[config.mk]
export PLATFORM = sky130hd
export DESIGN_NAME = pedal_duty_slew_limiter
export DESIGN_NICKNAME = d
export VERILOG_FILES = /design/src/hw/rtl/pdsl_pkg.sv /design/src/hw/rtl/pedal_duty_slew_limiter.sv
export SDC_FILE = /design/constraint.sdc
export NUM_CORES = 2
export LEC_CHECK = 0
export BUFFER_PORTS_ARGS = -buffer_cell sky130_fd_sc_hd__buf_4
export CAP_MARGIN = 20
export CORE_AREA = 3 3 313 315
export CTS_BUF_LIST = sky130_fd_sc_hd__clkbuf_8 sky130_fd_sc_hd__clkbuf_16
export CTS_CLUSTER_SIZE = 28
export DETAILED_ROUTE_END_ITERATION = 10
export DIE_AREA = 0 0 316 318
export GPL_ROUTABILITY_DRIVEN = 0
export PLACE_DENSITY = 0.66
export SYNTH_ARGS = -nofsm -noshare
export SYNTH_HDL_FRONTEND = slang
export SYNTH_SLANG_ARGS = --single-unit
[constraint.sdc]
create_clock -name clock -period 15.27 [get_ports clock]
set_input_delay 1.527 -clock clock [delete_from_list [all_inputs] [get_ports clock]]
set_output_delay 1.527 -clock clock [all_outputs]
set_load 0.005 [all_outputs]
[src/hw/rtl/pdsl_pkg.sv]
`default_nettype none

package pdsl_pkg;

   localparam int PEDAL_W  = 14;
   localparam int SAMPLE_W = 12;
   localparam int DUTY_W   = 16;
   localparam int RAMP_W   = 12;
   localparam int FILT_W   = 20;
   localparam int CSR_W    = 16;

   localparam logic [PEDAL_W-1:0] PEDAL_FULL     = 14'd10000;
   localparam logic [DUTY_W-1:0]  FULL_SCALE_RST = 16'd9999;
   localparam logic [RAMP_W-1:0]  RAMP_RST       = 12'd20;

   // pedal * full scale / 10000 as a reciprocal multiply, exact below 2^30
   localparam int TGT_PROD_W = PEDAL_W + DUTY_W;
   localparam int TGT_K      = 44;
   localparam int TGT_RCP_W  = 31;
   localparam int TGT_MUL_W  = TGT_PROD_W + TGT_RCP_W;
   localparam logic [TGT_RCP_W-1:0] TGT_RCP = 31'd1759218605;

   typedef enum logic [0:0] {
      CSR_FULL_SCALE = 1'b0,
      CSR_SLEW_STEP  = 1'b1
   } csr_index_type;

endpackage

`default_nettype wire

[src/hw/rtl/pedal_duty_slew_limiter.sv]
`default_nettype none

// channel | direction | handshake             | payload
// req     | in        | req_valid / req_ready | pedal_hundredths, brake, fault, current_sample
// rsp     | out       | rsp_valid / rsp_ready | duty_out, current_avg
// csr     | in        | csr_wr_en             | csr_index, csr_wdata
//
// one request per cycle unless the response stalls; each is answered once it leaves the last stage
// the path is input register, pedal product, target divide, then slew and filter
// the last stage holds the duty and filter state and drives the response directly
// reset clears duty and average to zero, full scale to 9999 and slew step to 20
// a stalled response freezes the whole pipeline and deasserts req_ready

module pedal_duty_slew_limiter #(
   parameter int SAMPLE_BITS = 12,
   parameter int FRAC_BITS   = 8
) (
   input  wire logic                            clock,
   input  wire logic                            reset,
   input  wire logic                            req_valid,
   output logic                                 req_ready,
   input  wire logic [pdsl_pkg::PEDAL_W-1:0]    req_pedal_hundredths,
   input  wire logic                            req_brake,
   input  wire logic                            req_fault,
   input  wire logic [pdsl_pkg::SAMPLE_W-1:0]   req_current_sample,
   output logic                                 rsp_valid,
   input  wire logic                            rsp_ready,
   output logic [pdsl_pkg::DUTY_W-1:0]          rsp_duty_out,
   output logic [pdsl_pkg::FILT_W-1:0]          rsp_current_avg,
   input  wire logic                            csr_wr_en,
   input  wire logic                            csr_index,
   input  wire logic [pdsl_pkg::CSR_W-1:0]      csr_wdata
);

   import pdsl_pkg::*;

   localparam int SW     = (SAMPLE_BITS < SAMPLE_W) ? SAMPLE_BITS : SAMPLE_W;
   localparam int SHIFTED_W = SW + FRAC_BITS;
   localparam int SUM_W  = ((SHIFTED_W > FILT_W + 4) ? SHIFTED_W : FILT_W + 4) + 1;
   localparam int FILT_K = SUM_W + 4;
   localparam int RCP_W  = SUM_W + 1;
   localparam int MUL_W  = SUM_W + RCP_W;
   localparam int QUO_W  = MUL_W - FILT_K;
   localparam logic [63:0] FILT_RCP64 = ((64'd1 << FILT_K) + 64'd9) / 64'd10;
   localparam logic [RCP_W-1:0] FILT_RCP = FILT_RCP64[RCP_W-1:0];

   logic                  en;

   logic [DUTY_W-1:0]     full_scale_ff;
   logic [RAMP_W-1:0]     slew_step_ff;

   logic                  s1_valid_ff;
   logic [PEDAL_W-1:0]    s1_pedal_ff;
   logic                  s1_kill_ff;
   logic [SW-1:0]         s1_sample_ff;

   logic                  s2_valid_ff;
   logic [TGT_PROD_W-1:0] s2_prod_ff;
   logic [TGT_PROD_W-1:0] s2_prod_in;
   logic                  s2_full_ff;
   logic                  s2_kill_ff;
   logic [SW-1:0]         s2_sample_ff;

   logic                  s3_valid_ff;
   logic [DUTY_W-1:0]     s3_target_ff;
   logic [DUTY_W-1:0]     s3_target_in;
   logic [TGT_MUL_W-1:0]  tgt_mul;
   logic                  s3_kill_ff;
   logic [SW-1:0]         s3_sample_ff;

   logic                  rsp_valid_ff;
   logic [DUTY_W-1:0]     duty_ff;
   logic [DUTY_W-1:0]     duty_in;
   logic [FILT_W-1:0]     avg_ff;
   logic [FILT_W-1:0]     avg_in;

   logic [DUTY_W:0]       duty_up;
   logic [DUTY_W-1:0]     duty_down;
   logic [SUM_W-1:0]      filt_sum;
   logic [MUL_W-1:0]      filt_mul;
   logic [QUO_W-1:0]      filt_quo;

   assign en        = !rsp_valid_ff || rsp_ready;
   assign req_ready = en;

   // config registers
   always_ff @(posedge clock) begin
      if (reset) begin
         full_scale_ff <= FULL_SCALE_RST;
         slew_step_ff  <= RAMP_RST;
      end else if (csr_wr_en) begin
         case (csr_index_type'(csr_index))
            CSR_FULL_SCALE: full_scale_ff <= csr_wdata[DUTY_W-1:0];
            CSR_SLEW_STEP:  slew_step_ff  <= csr_wdata[RAMP_W-1:0];
            default: begin
            end
         endcase
      end
   end

   // target product and divide
   assign s2_prod_in = TGT_PROD_W'(s1_pedal_ff) * TGT_PROD_W'(full_scale_ff);
   assign tgt_mul    = TGT_MUL_W'(s2_prod_ff) * TGT_MUL_W'(TGT_RCP);

   always_comb begin
      if (s2_full_ff) begin
         s3_target_in = full_scale_ff;
      end else begin
         s3_target_in = tgt_mul[TGT_K +: DUTY_W];
      end
   end

   // slew step
   always_comb begin
      duty_up   = {1'b0, duty_ff} + (DUTY_W + 1)'(slew_step_ff);
      duty_down = (duty_ff > DUTY_W'(slew_step_ff)) ? duty_ff - DUTY_W'(slew_step_ff)
                                                     : '0;
      if (s3_kill_ff) begin
         duty_in = '0;
      end else if (s3_target_ff > duty_ff) begin
         duty_in = (duty_up > {1'b0, s3_target_ff}) ? s3_target_ff : duty_up[DUTY_W-1:0];
      end else if (s3_target_ff < duty_ff) begin
         duty_in = (duty_down < s3_target_ff) ? s3_target_ff : duty_down;
      end else begin
         duty_in = duty_ff;
      end
   end

   // current filter, divide by ten through a reciprocal
   always_comb begin
      filt_sum = (SUM_W'(s3_sample_ff) << FRAC_BITS)
               + (SUM_W'(avg_ff) << 3) + SUM_W'(avg_ff);
      filt_mul = MUL_W'(filt_sum) * MUL_W'(FILT_RCP);
      filt_quo = filt_mul[MUL_W-1:FILT_K];
      if (|filt_quo[QUO_W-1:FILT_W]) begin
         avg_in = '1;
      end else begin
         avg_in = filt_quo[FILT_W-1:0];
      end
   end

   always_ff @(posedge clock) begin
      if (reset) begin
         s1_valid_ff  <= 1'b0;
         s2_valid_ff  <= 1'b0;
         s3_valid_ff  <= 1'b0;
         rsp_valid_ff <= 1'b0;
         duty_ff      <= '0;
         avg_ff       <= '0;
      end else if (en) begin
         s1_valid_ff  <= req_valid;
         s2_valid_ff  <= s1_valid_ff;
         s3_valid_ff  <= s2_valid_ff;
         rsp_valid_ff <= s3_valid_ff;
         if (s3_valid_ff) begin
            duty_ff <= duty_in;
            avg_ff  <= avg_in;
         end
      end
   end

   always_ff @(posedge clock) begin
      if (en) begin
         s1_pedal_ff  <= req_pedal_hundredths;
         s1_kill_ff   <= req_brake || req_fault;
         s1_sample_ff <= req_current_sample[SW-1:0];
         s2_prod_ff   <= s2_prod_in;
         s2_full_ff   <= s1_pedal_ff >= PEDAL_FULL;
         s2_kill_ff   <= s1_kill_ff;
         s2_sample_ff <= s1_sample_ff;
         s3_target_ff <= s3_target_in;
         s3_kill_ff   <= s2_kill_ff;
         s3_sample_ff <= s2_sample_ff;
      end
   end

   assign rsp_valid       = rsp_valid_ff;
   assign rsp_duty_out    = duty_ff;
   assign rsp_current_avg = avg_ff;

`ifndef SYNTHESIS
   a_kill_zero: assert property (@(posedge clock) disable iff (reset)
      (en && s3_valid_ff && s3_kill_ff) |=> (duty_ff == '0))
      else $error("brake or fault did not clear duty");

   a_slew_bound: assert property (@(posedge clock) disable iff (reset)
      (s3_valid_ff && !s3_kill_ff) |->
         (({1'b0, duty_in} <= {1'b0, duty_ff} + (DUTY_W + 1)'(slew_step_ff)) &&
          ({1'b0, duty_in} + (DUTY_W + 1)'(slew_step_ff) >= {1'b0, duty_ff})))
      else $error("duty step exceeds slew step");

   a_pipe_advance: assert property (@(posedge clock) disable iff (reset)
      (en && s3_valid_ff) |=> rsp_valid_ff)
      else $error("request lost at last stage");
`endif

endmodule

`default_nettype wire

== After elaboration in Yosys (flattened, before gate mapping) ==
Index checks and enable logic that the tools add are counted.

* Register bits after elaboration: 168
* Logic and storage cells: 49
* Input bits: 50

* Bitwise gates (word level): 1
* Magnitude comparators: 6
* Add/subtract/negate cells: 4
* Reduce and logical (&&, ||, !) cells: 9
* Mux-type cells: 8
* Multipliers: 3

{| class="wikitable"
|+ Operators with widths
! cell !! number
|-
| 2-to-1 mux 16 bit || 7
|-
| multiplier 30 x 31 -> 60 bit, second input constant || 1
|-
| multiplier 25 x 24 -> 49 bit, second input constant || 1
|-
| less-than comparator 16 bit || 2
|-
| multiplier 14 x 16 -> 30 bit || 1
|-
| adder 24 x 20 -> 25 bit || 1
|-
| adder 20 x 23 -> 24 bit || 1
|-
| 2-to-1 mux 20 bit || 1
|-
| adder 16 x 12 -> 17 bit || 1
|-
| > comparator 17 x 16 -> 1 bit || 1
|-
| > comparator 16 x 12 -> 1 bit || 1
|-
| > comparator 16 bit || 1
|-
| subtractor 16 x 12 -> 16 bit || 1
|-
| greater-or-equal comparator 14 bit, second input constant || 1
|-
| AND reduction 2 bit || 3
|-
| AND reduction 3 bit || 1
|-
| nonzero test 3 bit || 1
|-
| logical OR 1 bit || 2
|-
| OR reduction 2 bit || 1
|-
| zero test 1 bit || 1
|-
| inverter 1 bit || 1
|}

== Logic depth before layout (Yosys ltp) ==
* Word-level depth: 7
* Mapped depth: 36

== Worst setup path before layout ==
No wires, ideal clock.

* Kind: register -> register
* From: register avg_ff[0] (netlist: rsp_current_avg[0])
* To: register avg_ff[1] (netlist: rsp_current_avg[1])
* Stages on the path, launching flop included: 33
* Setup time: 0.101 ns
* Period minus slack after synthesis: 8.545 ns
* Path slack: 6.725 ns
* Arrival time: 8.443 ns
* Cell sequence: dfxtp_1 -> ha_1 -> ha_1 -> inv_1 -> fa_1 -> nor2b_1 -> o31a_1 -> o211ai_1 -> and3b_1 -> nor2_1 -> xor2_1 -> ha_1 -> fa_1 -> inv_1 -> fa_1 -> inv_1 -> fa_1 -> fa_1 -> fa_1 -> inv_1 -> fa_1 -> inv_1 -> ha_1 -> and4_4 -> o211ai_4 -> o211a_4 -> a2bb2oi_4 -> nand4_2 -> and4_4 -> or3_1 -> and3_4 -> buf_6 -> a221oi_1

* Cells in the longest elaborated chain, start to end: 5

{| class="wikitable"
|+ RTL lines
! what !! line !! text
|-
| start, declared || pedal_duty_slew_limiter.sv:74 || <nowiki>logic [FILT_W-1:0] avg_ff;</nowiki>
|-
| start signal, assigned || pedal_duty_slew_limiter.sv:157 || <nowiki>avg_ff <= avg_in;</nowiki>
|-
| adder 20 x 23 -> 24 bit || pedal_duty_slew_limiter.sv:132 || <nowiki>+ (SUM_W'(avg_ff) << 3) + SUM_W'(avg_ff);</nowiki>
|-
| adder 24 x 20 -> 25 bit * || pedal_duty_slew_limiter.sv:132 ||
|-
| multiplier 25 x 24 -> 49 bit * || pedal_duty_slew_limiter.sv:133 || <nowiki>filt_mul = MUL_W'(filt_sum) * MUL_W'(FILT_RCP);</nowiki>
|-
| OR reduction 2 bit || pedal_duty_slew_limiter.sv:135 || <nowiki>if (|filt_quo[QUO_W-1:FILT_W]) begin</nowiki>
|-
| 2-to-1 mux 20 bit * || pedal_duty_slew_limiter.sv:135 ||
|}

Every way passes the cells marked *; elsewhere a longest branch is shown, timed or not.
A chain may end at the register's enable or synchronous reset.

== Worst setup path in the final report ==
Ends and elaborated chain as after synthesis.

==> impl_metrics.yaml <==
final_layout:
  syn_to_final_growth_pct: 6.22
  layout_commonest_cell: "inv_1"
  fin_area_um2: 45600
  fin_nets: 6021
  mostFrequentLayoutCells: "inv_1 (1171), fa_1 (808), ha_1 (769)"
  drive_gt1_share_pct: 4.54
  antenna_cells: 0
  postLayoutCoreUtil_pct: 47.9
grt:
  grt-ovfl-total: 0
  grt_pass1_wl_mm: 176
  grt_max_degree: 56
  antenna_found_initial: 0
  grt_pass1_vias: 31700
  track_usage_pct: 22.5
critical_path:
  crit_type: "flop to flop"
  reg2reg_depth: 31
  regToRegStartpoint: "rsp_current_avg[0]$_SDFFE_PP0P_"
  cp.buffers_inverters: 5
  required_ps: 15590
  rrSetupSlack_ps: 5760
  cpPeakStageDelay_ps: 630
  crit_top_cell: "fa_1"
  critPathMaxFanout: 20
  endpoint_kind: "flop"
  worst_r2r_endpoint: "rsp_current_avg[1]$_SDFFE_PP0P_"
  startpoint_type: "flop"
  critPathTopFamily: "adder cells"
  worst_path_max_delay_cell: "dfxtp_1"
  cp.arrival_ps: 9820
  cp-startpoint: "rsp_current_avg[0]$_SDFFE_PP0P_"
floorplan:
  num_rows: 113
  die_x_um: 316
  dieArea_um2: 100000
  io_pins: 88
  die_y_um: 318
  core_area_um2: 95200
  start_util_pct: 45.1
timing:
  worst_slew_pin_slew_ps: 1100
  setup_ws_ps: 5760
  rsz0062_at_grt: "no"
  fin_skew_ps: 16.8
  period_share_pct: 62.3
  tns_ps: 0
  finalMaxSlewViolations: 0
  fmax_mhz: 105
  hold_violations: 0
  setup_viol: 0
  period_needed_ps: 9510
  slew_headroom_pct: 25.6
drt:
  wl_per_cell_um: 19.4
  drtIter0Drc: 1973
  ant_nets: 0
  num_vias: 29600
  drt-total-wl_mm: 110
  drt_drc_violations_left: 0
  dr.pass1.iters: 5
  via_per_inst: 5.21
clock_tree:
  clkTransAtPathRegs_ps: 70
  cts_tree: "done"
  cts-root-buf: "clkbuf_16"
  post_cts_resize_count: 0
  cts_num_sinks: 168
  htreeDepth: 4
  cts_hold_buf: 0
  postCtsSetupRepairBufs: 0
  clock_latency_ps: 490
  cts_buffers: 17
  cts.path.max_buffers: 2
hold_path:
  hold_depth: 0
  whs_endpoint: "s2_sample_ff[0]$_DFFE_PN_"
  hold_class: "flop to flop"
  holdCritStartpoint: "s1_sample_ff[0]$_DFFE_PN_"
logic_synthesis:
  syn_area_um2: 42900
  synth_nets: 5971
  synth_top_cell_area_share_pct: 37.7
  synth_top_cell_by_area: "fa_1"
  synth-seq-cells: 168
  synth_edf_count: 100
  synth_area_leaders: "fa_1 (38%), ha_1 (22%), inv_1 (10%), edfxtp_1 (7.0%), dfxtp_1 (3.2%)"
  syn_inst: 4344
  synth.distinct_cells: 95
  async_reset_ff_share_pct: 0
  synth_seq_area_share_pct: 10.2
  ys.warnings.count: 0
  synthFlopType: "edfxtp_1"
  postSynthAreaPerCell_um2: 9.89
placement:
  port-buffer-count: 87
  hpwl_mm: 95.1
  place_ws_ps: 5820
  place_area_um2: 45000
run_status:
  status: "complete, no violations"
flow_run:
  drv_cap: 0
state kept, by name (all words and copies together) (netlist names):
signal           flops
full_scale_ff       16
s2_prod_ff          30
s2_sample_ff        12
s1_kill_ff           1
rsp_current_avg     20
s3_kill_ff           1
rsp_duty_out        16
s2_full_ff           1
s3_sample_ff        12
s1_valid_ff          1
s2_valid_ff          1
rsp_valid            1
slew_step_ff        12
s3_valid_ff          1
s3_target_ff        16
s1_sample_ff        12
s2_kill_ff           1
s1_pedal_ff         14
kinds of logic after synthesis:
logic type,count (synthesis),synth area share (%)
adders and majority gates,1577,60.1
muxes,10,0.245
DFF,168,10.2
buffers and inverters,1252,11.0
xor gates and xnor gates,121,2.47
and+or+nand+nor,745,8.35
AOI/OAI and AO/OA,471,7.69
area by class of cell:
cell class	count	area (um^2)
Inverter	1172	4400
Fill cell	8747	49500
Multi-Input combinational cell	2924	33900
Tap cell	1265	1580
Sequential cell	168	4360
Clock inverter	13	129
Timing Repair Buffer	111	833
Clock buffer	19	453
metrics by stage:
step	instances	hold slack, ps
global route	5672	435
global placement	5640	405
CTS	5672	424
finish	5672	425
detailed placement	5640	405
floorplan	4344	400
Yosys cell counts (8+ instances only):
| cell | instances |
|---|---|
| inv_1 | 1170 |
| dfxtp_1 | 68 |
| or2_2 | 8 |
| a21o_1 | 55 |
| o21ai_0 | 70 |
| o21bai_1 | 11 |
| xor2_1 | 42 |
| o41ai_1 | 12 |
| o31ai_1 | 10 |
| a31oi_1 | 9 |
| or3_1 | 10 |
| a21oi_1 | 128 |
| a211o_1 | 12 |
| nor4_1 | 8 |
| and2_1 | 110 |
| nor2_1 | 135 |
| ha_1 | 769 |
| and3_1 | 12 |
| o21a_1 | 25 |
| nand3b_1 | 10 |
| nand4_1 | 28 |
| a211oi_1 | 25 |
| fa_1 | 808 |
| nand3_1 | 35 |
| a221oi_1 | 8 |
| clkbuf_1 | 65 |
| nand2_1 | 301 |
| edfxtp_1 | 100 |
| nand2b_1 | 18 |
| o211ai_1 | 20 |
| nor2b_1 | 14 |
| xnor2_1 | 79 |
| nor3_1 | 33 |
metal layers:
layer  global-route usage (%)  vias to the layer above  routed length (um)
li1                         -                    13700                   -
met1                     29.0                    14800               46000
met2                     38.5                      835               53900
met3                     3.67                      177                6230
met4                     7.29                        0                3740
met5                        0                        -                   0
worst max path at each step:
stage	to	slack, ps	depth (start not counted)
floorplan	rsp_current_avg[1]$_SDFFE_PP0P_	6730	32
global placement	rsp_current_avg[1]$_SDFFE_PP0P_	5970	31
detailed placement	rsp_current_avg[14]$_SDFFE_PP0P_	5820	31
CTS	rsp_current_avg[1]$_SDFFE_PP0P_	5800	31
global route	rsp_current_avg[5]$_SDFFE_PP0P_	5140	31
finish	rsp_current_avg[1]$_SDFFE_PP0P_	5760	31
Power is left out: the tool's default activity adds up to more than one toggle a clock period on the data nets, which glitch-free logic cannot reach.
